$ cat src/rtl/core/ptt_pkg.sv
// Shared types and constants of the periodic timer table.
package ptt_pkg;

    localparam int MAX_TIMERS  = 16;
    localparam int MAX_RESULTS = 16;
    localparam int ID_BITS     = 16;
    localparam int IDX_W       = (MAX_TIMERS > 1) ? $clog2(MAX_TIMERS) : 1;
    localparam int CNT_W       = $clog2(MAX_TIMERS + 1);
    localparam int FIRE_W      = $clog2(MAX_RESULTS + 1);

    typedef enum logic [1:0] {
        KIND_SCHEDULE = 2'd0,
        KIND_CANCEL   = 2'd1,
        KIND_TICK     = 2'd2,
        KIND_CLEAR    = 2'd3
    } t_kind;

    localparam logic RES_REPLY = 1'b0;
    localparam logic RES_FIRED = 1'b1;

    typedef struct packed {
        logic [1:0]  kind;
        logic [7:0]  event_code;
        logic [31:0] interval_ms;
        logic [15:0] target_id;
        logic [31:0] now_ms;
    } t_in_item;

    typedef struct packed {
        logic        result_kind;
        logic [15:0] assigned_id;
        logic        table_full;
        logic [7:0]  fired_event;
        logic        last_of_run;
    } t_out_item;

    typedef struct packed {
        logic [ID_BITS-1:0] id;
        logic [7:0]         event_code;
        logic [31:0]        period;
        logic [31:0]        last_fire;
    } t_entry;

    typedef enum logic {
        ST_IDLE = 1'b0,
        ST_SCAN = 1'b1
    } t_state;

    typedef struct packed {
        logic accept;
        logic scan_step;
        logic scan_finish;
    } t_ctl_cmd;

    typedef struct packed {
        logic scan_end;
    } t_dp_sts;

endpackage

$ cat src/rtl/core/periodic_timer_table.sv
// Top level of the periodic timer table: controller and datapath.
// An item is taken when i_start is high and o_busy is low. Schedule and clear leave o_busy
// low, so the next item can follow at once; a schedule reply appears on o_out, with
// o_valid high, in the cycle after the item is taken. Cancel and tick walk the table
// one entry per cycle through the single read port of the entry memory and keep o_busy
// high while they do. Fired events come out in table order, at most one per cycle, each
// valid for exactly one cycle; the receiver cannot stall them, and last_of_run marks the
// last result of each item. The last fired event of a tick comes out in the first cycle
// with o_busy low again. Cancel, clear and a tick with nothing due give no result.
module periodic_timer_table (
    input  logic               i_clk,
    input  logic               i_rst_n,
    input  logic               i_start,
    input  ptt_pkg::t_in_item  i_in,
    output logic               o_busy,
    output logic               o_valid,
    output ptt_pkg::t_out_item o_out
);

    ptt_pkg::t_ctl_cmd cmd;
    ptt_pkg::t_dp_sts  sts;

    ptt_ctrl u_ctrl (
        .i_clk   (i_clk),
        .i_rst_n (i_rst_n),
        .i_start (i_start),
        .i_kind  (i_in.kind),
        .i_sts   (sts),
        .o_cmd   (cmd),
        .o_busy  (o_busy)
    );

    ptt_datapath u_datapath (
        .i_clk   (i_clk),
        .i_rst_n (i_rst_n),
        .i_cmd   (cmd),
        .i_in    (i_in),
        .o_sts   (sts),
        .o_valid (o_valid),
        .o_out   (o_out)
    );

endmodule

$ cat src/rtl/core/ptt_ctrl.sv
// Controller state machine of the periodic timer table.
module ptt_ctrl (
    input  logic              i_clk,
    input  logic              i_rst_n,
    input  logic              i_start,
    input  logic [1:0]        i_kind,
    input  ptt_pkg::t_dp_sts  i_sts,
    output ptt_pkg::t_ctl_cmd o_cmd,
    output logic              o_busy
);

    ptt_pkg::t_state r_state;
    ptt_pkg::t_state n_state;
    logic            accept;

    assign accept = i_start && (r_state == ptt_pkg::ST_IDLE);

    always_comb begin
        n_state = r_state;
        unique case (r_state)
            ptt_pkg::ST_IDLE: begin
                if (accept && (i_kind == ptt_pkg::KIND_CANCEL || i_kind == ptt_pkg::KIND_TICK)) begin
                    n_state = ptt_pkg::ST_SCAN;
                end
            end
            ptt_pkg::ST_SCAN: begin
                if (i_sts.scan_end) begin
                    n_state = ptt_pkg::ST_IDLE;
                end
            end
            default: n_state = ptt_pkg::ST_IDLE;
        endcase
    end

    always_comb begin
        o_cmd             = '0;
        o_cmd.accept      = accept;
        o_busy            = 1'b0;
        unique case (r_state)
            ptt_pkg::ST_IDLE: o_busy = 1'b0;
            ptt_pkg::ST_SCAN: begin
                o_busy            = 1'b1;
                o_cmd.scan_step   = !i_sts.scan_end;
                o_cmd.scan_finish = i_sts.scan_end;
            end
            default: o_busy = 1'b0;
        endcase
    end

    always_ff @(posedge i_clk) begin
        if (!i_rst_n) begin
            r_state <= ptt_pkg::ST_IDLE;
        end else begin
            r_state <= n_state;
        end
    end

endmodule

$ cat src/rtl/core/ptt_datapath.sv
// Datapath of the periodic timer table: entry memory, counters, scan and result registers.
module ptt_datapath (
    input  logic               i_clk,
    input  logic               i_rst_n,
    input  ptt_pkg::t_ctl_cmd  i_cmd,
    input  ptt_pkg::t_in_item  i_in,
    output ptt_pkg::t_dp_sts   o_sts,
    output logic               o_valid,
    output ptt_pkg::t_out_item o_out
);

    ptt_pkg::t_entry mem [ptt_pkg::MAX_TIMERS];
    ptt_pkg::t_entry r_rd;

    // Control registers.
    logic [ptt_pkg::CNT_W-1:0]   r_count, n_count;
    logic [ptt_pkg::ID_BITS-1:0] r_next_id, n_next_id;
    logic [ptt_pkg::CNT_W-1:0]   r_idx, n_idx;
    logic                        r_vld, n_vld;
    logic                        r_found, n_found;
    logic [ptt_pkg::FIRE_W-1:0]  r_nfire, n_nfire;
    logic                        r_pend_vld, n_pend_vld;
    logic                        r_out_vld, n_out_vld;
    logic [1:0]                  r_kind;

    // Payload registers.
    logic [ptt_pkg::IDX_W-1:0]   r_eidx;
    logic [31:0]                 r_now;
    logic [15:0]                 r_target;
    logic [7:0]                  r_pend_ev;
    ptt_pkg::t_out_item          r_out, n_out;

    logic                        sched_req, sched_ok, sched_full;
    logic                        is_tick, is_cancel;
    logic                        due, fire, match, shift;
    logic                        issue;
    logic [ptt_pkg::ID_BITS-1:0] id_inc;
    logic                        we;
    logic [ptt_pkg::IDX_W-1:0]   waddr;
    ptt_pkg::t_entry             wdata;

    assign sched_req  = i_cmd.accept && (i_in.kind == ptt_pkg::KIND_SCHEDULE)
                        && (i_in.interval_ms != 32'd0);
    assign sched_ok   = sched_req && (r_count < ptt_pkg::CNT_W'(ptt_pkg::MAX_TIMERS));
    assign sched_full = sched_req && !sched_ok;

    assign is_tick   = (r_kind == ptt_pkg::KIND_TICK);
    assign is_cancel = (r_kind == ptt_pkg::KIND_CANCEL);

    // Elapsed time wraps at 32 bits, so the unsigned difference is the age.
    assign due   = (r_now - r_rd.last_fire) >= r_rd.period;
    assign fire  = i_cmd.scan_step && r_vld && is_tick && due
                   && (r_nfire < ptt_pkg::FIRE_W'(ptt_pkg::MAX_RESULTS));
    assign match = i_cmd.scan_step && r_vld && is_cancel && !r_found
                   && (32'(r_rd.id) == 32'(r_target));
    // Once the cancelled entry is found, each later entry moves down one place.
    assign shift = i_cmd.scan_step && r_vld && is_cancel && r_found;
    assign issue = i_cmd.scan_step && (r_idx < r_count);

    assign id_inc = r_next_id + ptt_pkg::ID_BITS'(1);

    always_comb begin
        we    = 1'b0;
        waddr = r_eidx;
        wdata = r_rd;
        if (sched_ok) begin
            we               = 1'b1;
            waddr            = r_count[ptt_pkg::IDX_W-1:0];
            wdata.id         = r_next_id;
            wdata.event_code = i_in.event_code;
            wdata.period     = i_in.interval_ms;
            wdata.last_fire  = i_in.now_ms;
        end else if (fire) begin
            we              = 1'b1;
            wdata.last_fire = r_now;
        end else if (shift) begin
            we    = 1'b1;
            waddr = r_eidx - ptt_pkg::IDX_W'(1);
        end
    end

    always_comb begin
        n_count    = r_count;
        n_next_id  = r_next_id;
        n_idx      = r_idx;
        n_vld      = r_vld;
        n_found    = r_found;
        n_nfire    = r_nfire;
        n_pend_vld = r_pend_vld;
        n_out_vld  = 1'b0;
        n_out      = r_out;

        if (i_cmd.accept) begin
            n_idx      = '0;
            n_vld      = 1'b0;
            n_found    = 1'b0;
            n_nfire    = '0;
            n_pend_vld = 1'b0;
            if (i_in.kind == ptt_pkg::KIND_SCHEDULE) begin
                n_out_vld         = 1'b1;
                n_out.result_kind = ptt_pkg::RES_REPLY;
                n_out.assigned_id = sched_ok ? 16'(r_next_id) : 16'd0;
                n_out.table_full  = sched_full;
                n_out.fired_event = 8'd0;
                n_out.last_of_run = 1'b1;
            end
            if (i_in.kind == ptt_pkg::KIND_CLEAR) begin
                n_count   = '0;
                n_next_id = ptt_pkg::ID_BITS'(1);
            end
            if (sched_ok) begin
                n_count   = r_count + ptt_pkg::CNT_W'(1);
                n_next_id = (id_inc == '0) ? ptt_pkg::ID_BITS'(1) : id_inc;
            end
        end

        if (i_cmd.scan_step) begin
            n_vld = issue;
            if (issue) begin
                n_idx = r_idx + ptt_pkg::CNT_W'(1);
            end
            if (match) begin
                n_found = 1'b1;
            end
            // A fired event is held back one find, so the last one can be flagged.
            if (fire) begin
                n_nfire    = r_nfire + ptt_pkg::FIRE_W'(1);
                n_pend_vld = 1'b1;
                if (r_pend_vld) begin
                    n_out_vld         = 1'b1;
                    n_out.result_kind = ptt_pkg::RES_FIRED;
                    n_out.assigned_id = 16'd0;
                    n_out.table_full  = 1'b0;
                    n_out.fired_event = r_pend_ev;
                    n_out.last_of_run = 1'b0;
                end
            end
        end

        if (i_cmd.scan_finish) begin
            n_pend_vld = 1'b0;
            if (r_pend_vld) begin
                n_out_vld         = 1'b1;
                n_out.result_kind = ptt_pkg::RES_FIRED;
                n_out.assigned_id = 16'd0;
                n_out.table_full  = 1'b0;
                n_out.fired_event = r_pend_ev;
                n_out.last_of_run = 1'b1;
            end
            if (is_cancel && r_found) begin
                n_count = r_count - ptt_pkg::CNT_W'(1);
            end
        end
    end

    always_ff @(posedge i_clk) begin
        if (!i_rst_n) begin
            r_count    <= '0;
            r_next_id  <= ptt_pkg::ID_BITS'(1);
            r_idx      <= '0;
            r_vld      <= 1'b0;
            r_found    <= 1'b0;
            r_nfire    <= '0;
            r_pend_vld <= 1'b0;
            r_out_vld  <= 1'b0;
            r_kind     <= ptt_pkg::KIND_SCHEDULE;
        end else begin
            r_count    <= n_count;
            r_next_id  <= n_next_id;
            r_idx      <= n_idx;
            r_vld      <= n_vld;
            r_found    <= n_found;
            r_nfire    <= n_nfire;
            r_pend_vld <= n_pend_vld;
            r_out_vld  <= n_out_vld;
            if (i_cmd.accept) begin
                r_kind <= i_in.kind;
            end
        end
    end

    always_ff @(posedge i_clk) begin
        r_out <= n_out;
        if (i_cmd.accept) begin
            r_now    <= i_in.now_ms;
            r_target <= i_in.target_id;
        end
        if (issue) begin
            r_eidx <= r_idx[ptt_pkg::IDX_W-1:0];
        end
        if (fire) begin
            r_pend_ev <= r_rd.event_code;
        end
    end

    always_ff @(posedge i_clk) begin
        if (we) begin
            mem[waddr] <= wdata;
        end
        r_rd <= mem[r_idx[ptt_pkg::IDX_W-1:0]];
    end

    assign o_sts.scan_end = (r_idx >= r_count) && !r_vld;
    assign o_valid        = r_out_vld;
    assign o_out          = r_out;

    a_count_bound: assert property (@(posedge i_clk) disable iff (!i_rst_n)
        r_count <= ptt_pkg::CNT_W'(ptt_pkg::MAX_TIMERS))
        else $error("entry count beyond table size");

    a_id_nonzero: assert property (@(posedge i_clk) disable iff (!i_rst_n)
        r_next_id != '0)
        else $error("id counter holds zero");

    a_scan_bound: assert property (@(posedge i_clk) disable iff (!i_rst_n)
        i_cmd.scan_step |-> r_idx <= r_count)
        else $error("scan index passed entry count");

    a_flush_last: assert property (@(posedge i_clk) disable iff (!i_rst_n)
        i_cmd.scan_finish && r_pend_vld |=> r_out_vld && r_out.last_of_run)
        else $error("held fired event not flushed as last of run");

    a_no_fire_on_cancel: assert property (@(posedge i_clk) disable iff (!i_rst_n)
        i_cmd.scan_step && is_cancel |-> !fire && !r_pend_vld)
        else $error("fired event during cancel");

endmodule

$ cat config.mk
export PLATFORM = sky130hd
export DESIGN_NAME = periodic_timer_table
export DESIGN_NICKNAME = d
export VERILOG_FILES = /design/src/rtl/core/ptt_pkg.sv /design/src/rtl/core/periodic_timer_table.sv /design/src/rtl/core/ptt_ctrl.sv /design/src/rtl/core/ptt_datapath.sv
export SDC_FILE = /design/constraint.sdc
export NUM_CORES = 2
export LEC_CHECK = 0
export BUFFER_PORTS_ARGS = -buffer_cell sky130_fd_sc_hd__buf_4
export CORE_ASPECT_RATIO = 0.5
export CORE_UTILIZATION = 55
export CTS_CLUSTER_DIAMETER = 200
export DETAILED_ROUTE_END_ITERATION = 6
export MAX_ROUTING_LAYER = met4
export PLACE_DENSITY = 0.74
export SKIP_CTS_REPAIR_TIMING = 1
export SLEW_MARGIN = 10
export SYNTH_ARGS = -nofsm -noshare
export SYNTH_HDL_FRONTEND = slang
export SYNTH_HIERARCHICAL = 1
export SYNTH_SLANG_ARGS = --single-unit
$ cat constraint.sdc
create_clock -name i_clk -period 20.3 [get_ports i_clk]
set_input_delay 3.045 -clock i_clk [delete_from_list [all_inputs] [get_ports i_clk]]
set_output_delay 3.045 -clock i_clk [all_outputs]
set_load 0.005 [all_outputs]
==> results.json <==
{
  "synth_cell_type_count": 77,
  "dr_total_vias": 32470,
  "clk_pin_slew_ns": 0.06,
  "h-tree-depth": 4,
  "skew_ns": 0.03814,
  "worstHoldPathType": "reg -> reg",
  "tritoncts": "built",
  "final_max_slew_viol_count": 0,
  "r2r_start": "u_datapath/r_now[9]$_DFFE_PP_",
  "power.leakage_nw": 22.58,
  "port_buffers": 121,
  "period_minus_slack_ns": 7.918,
  "utilization": 0.6277,
  "hold_start": "u_datapath/r_rd[67]$_DFF_P_",
  "finalNonFillerCells": 5029,
  "synthTopCellsByCount": "1,468 x edfxtp_1, 440 x mux4_2, 221 x nand2_1, 153 x dfxtp_1, 104 x o21ai_0",
  "worst_slack_ns": 12.38,
  "grt_pass1_wl_microns": 221800,
  "clkPwrFrac": 0.405,
  "die_width_microns": 483.1,
  "ir_drop_uv": 87.47,
  "rsz0062_at_grt": "false",
  "setup_viol": 0,
  "numClockSinks": 1621,
  "slew_headroom": 0.1735,
  "p_int_mw": 5.170,
  "clock.fmax_mhz": 126.3,
  "crit_top_cell": "buf_4",
  "wl_microns": 150600,
  "required_ns": 20.69,
  "startpoint": "i_in[75]",
  "io_pins": 122,
  "synthCells": 3191,
  "avgSynthCellArea_sq_um": 19.95,
  "cts_buffer_depth": 3,
  "grt_usage": 0.2694,
  "crit_type": "in -> reg",
  "finalSetupTns_ns": 0,
  "drtIter0Drc": 3990,
  "synth_edf_count": 1468,
  "seqPwrFrac": 0.562,
  "die_h_microns": 242.5,
  "dp_hpwl_microns": 83650,
  "slowest_delay_ns": 0.77,
  "grt_max_degree": 140,
  "drc": 0,
  "yosysTopAreaCellShare": 0.6926,
  "crit_cells": 9,
  "timing.final.hold_violations": 0,
  "cts_inserted_buffers": 137,
  "syn_to_final_growth_pct": 12.18,
  "antenna_found_initial": 2,
  "synthTopCellsByArea": "edfxtp_1 69%, mux4_2 16%, dfxtp_1 4.8%, ha_1 1.5%, nand2_1 1.3%",
  "cp_top_family": "buffers and inverters",
  "seq_area_frac_synth": 0.7407,
  "netlist_area_sq_um": 63650,
  "ys_async_sr_fraction": 0,
  "syn-num-nets": 3359,
  "fin_total_pwr_mw": 6.534,
  "multi_input_area_sq_um": 15790,
  "firstDrtPassIters": 5,
  "critPathLaunchType": "primary input",
  "ys_ff_latch": 1621,
  "yosysWarnings": 6,
  "clock_tree.root_cell": "clkbuf_16",
  "design_area_sq_um": 71400,
  "yosysMostFrequentCell": "edfxtp_1",
  "end_kind": "register",
  "max_cap_violations": 0,
  "drive_gt1_frac": 0.2577,
  "ys.flop_type": "edfxtp_1",
  "post_dp_cell_area_sq_um": 66890,
  "clk_latency_ns": 0.78,
  "p_comb_frac": 0.034,
  "max_slew.worst_pin.slew_ns": 1.232,
  "power_switching_mw": 1.364,
  "fillers": 7512,
  "grt_pass1_vias": 32760,
  "status": "finished, final reports clean",
  "powerDensity_nw_per_um2": 91.51,
  "crit_buf_inv": 4,
  "p_sw_frac": 0.2087,
  "rr_worst_depth": 19,
  "seq_area_sq_um": 47160,
  "n_antenna_cell": 0,
  "ant_nets": 0,
  "cp.arrival_ns": 8.30,
  "synth_top_area_cell": "edfxtp_1",
  "cp_slowest_cell": "buf_4",
  "num_rows": 87,
  "vias_per_cell": 6.456,
  "core_area_sq_um": 113800,
  "dp.cells": 4771,
  "avgRoutedWirePerCell_microns": 29.94,
  "holdWs_ns": 0.4380,
  "start_util": 0.5595,
  "dieArea_sq_um": 117200,
  "grt_overflow_total": 0,
  "post-place-ws_ns": 11.68,
  "fin_crit_sh": 0.3901,
  "crit_chain": "buf_4, nor4_1, nand4_1, o211ai_1, buf_4, nand2_1, o22ai_4, buf_4, buf_4",
  "place.gp.congestion": 0.8295,
  "layout.nets": 3571,
  "min_path_cells": 0,
  "path_max_fanout": 59
}
[power groups by stage]
stage	registers (mW)	clock network (mW)	logic, mW
2_1_floorplan	3.74	0	0.124
3_3_place_gp	3.74	0	0.205
3_5_place_dp	3.74	0	0.214
4_1_cts	3.67	2.68	0.215
5_1_grt	3.67	2.80	0.237
6_report	3.67	2.64	0.219
[logic make-up (layout without fill, tap and decap cells)]
family,Yosys count,after routing,synth area share
flops,1621,1621,0.7407
mux,475,475,0.1612
simple gates,421,421,0.03043
compound gates,312,312,0.03061
buf+inv,237,562,0.01527
fa+ha+maj,75,75,0.01486
xor+xnor,50,50,0.006881
[metal layers]
metal	GRT usage	part of all wire
met1	0.3822	0.41
met2	0.4192	0.48
met3	0.03993	0.089
met4	0.06034	0.015
met5	-	0
[sequential cells by signal, summed over array words and instances (netlist names), 2 cells and up]
name and count:
u_datapath/r_target 16, u_datapath/r_now 32, u_datapath/r_eidx 4, u_datapath/r_next_id 16
u_datapath/r_rd 88, u_datapath/o_out 27, u_datapath/r_kind 2, u_datapath/mem 1408
u_datapath/r_count 5, u_datapath/r_nfire 5, u_datapath/r_idx 5, u_datapath/r_pend_ev 8
[path summary, 6_finish.rpt]
check        slack, ns                                 to
max              12.38    u_datapath/mem[0][49]$_DFFE_PP_
min               0.44  u_datapath/r_pend_ev[3]$_DFFE_PN_
max reg2reg      12.77    u_datapath/mem[2][28]$_DFFE_PP_
min reg2reg       0.44  u_datapath/r_pend_ev[3]$_DFFE_PN_
[final cells by class]
| class | count | share of cell area |
|---|---|---|
| clock buffer | 190 | 0.05394 |
| sequential | 1621 | 0.6605 |
| tap | 1513 | 0.02651 |
| timing repair buffer | 226 | 0.02481 |
| multi-input combinational | 1333 | 0.2212 |
| clock inverter | 62 | 0.008639 |
| inverter | 84 | 0.004416 |
[cell usage in the layout (no fill, tap or decap), drive strengths merged, types with 35 or more instances in the layout]
cell	synthesis	final
a21oi	89	89
buf	75	226
clkbuf	78	190
clkinv	0	41
dfxtp	153	153
edfxtp	1468	1468
ha	74	74
inv	84	95
mux2i	35	35
mux4	440	440
nand2	221	221
nor2	60	60
o21ai	107	107
Power figures use the tool's default switching activity.
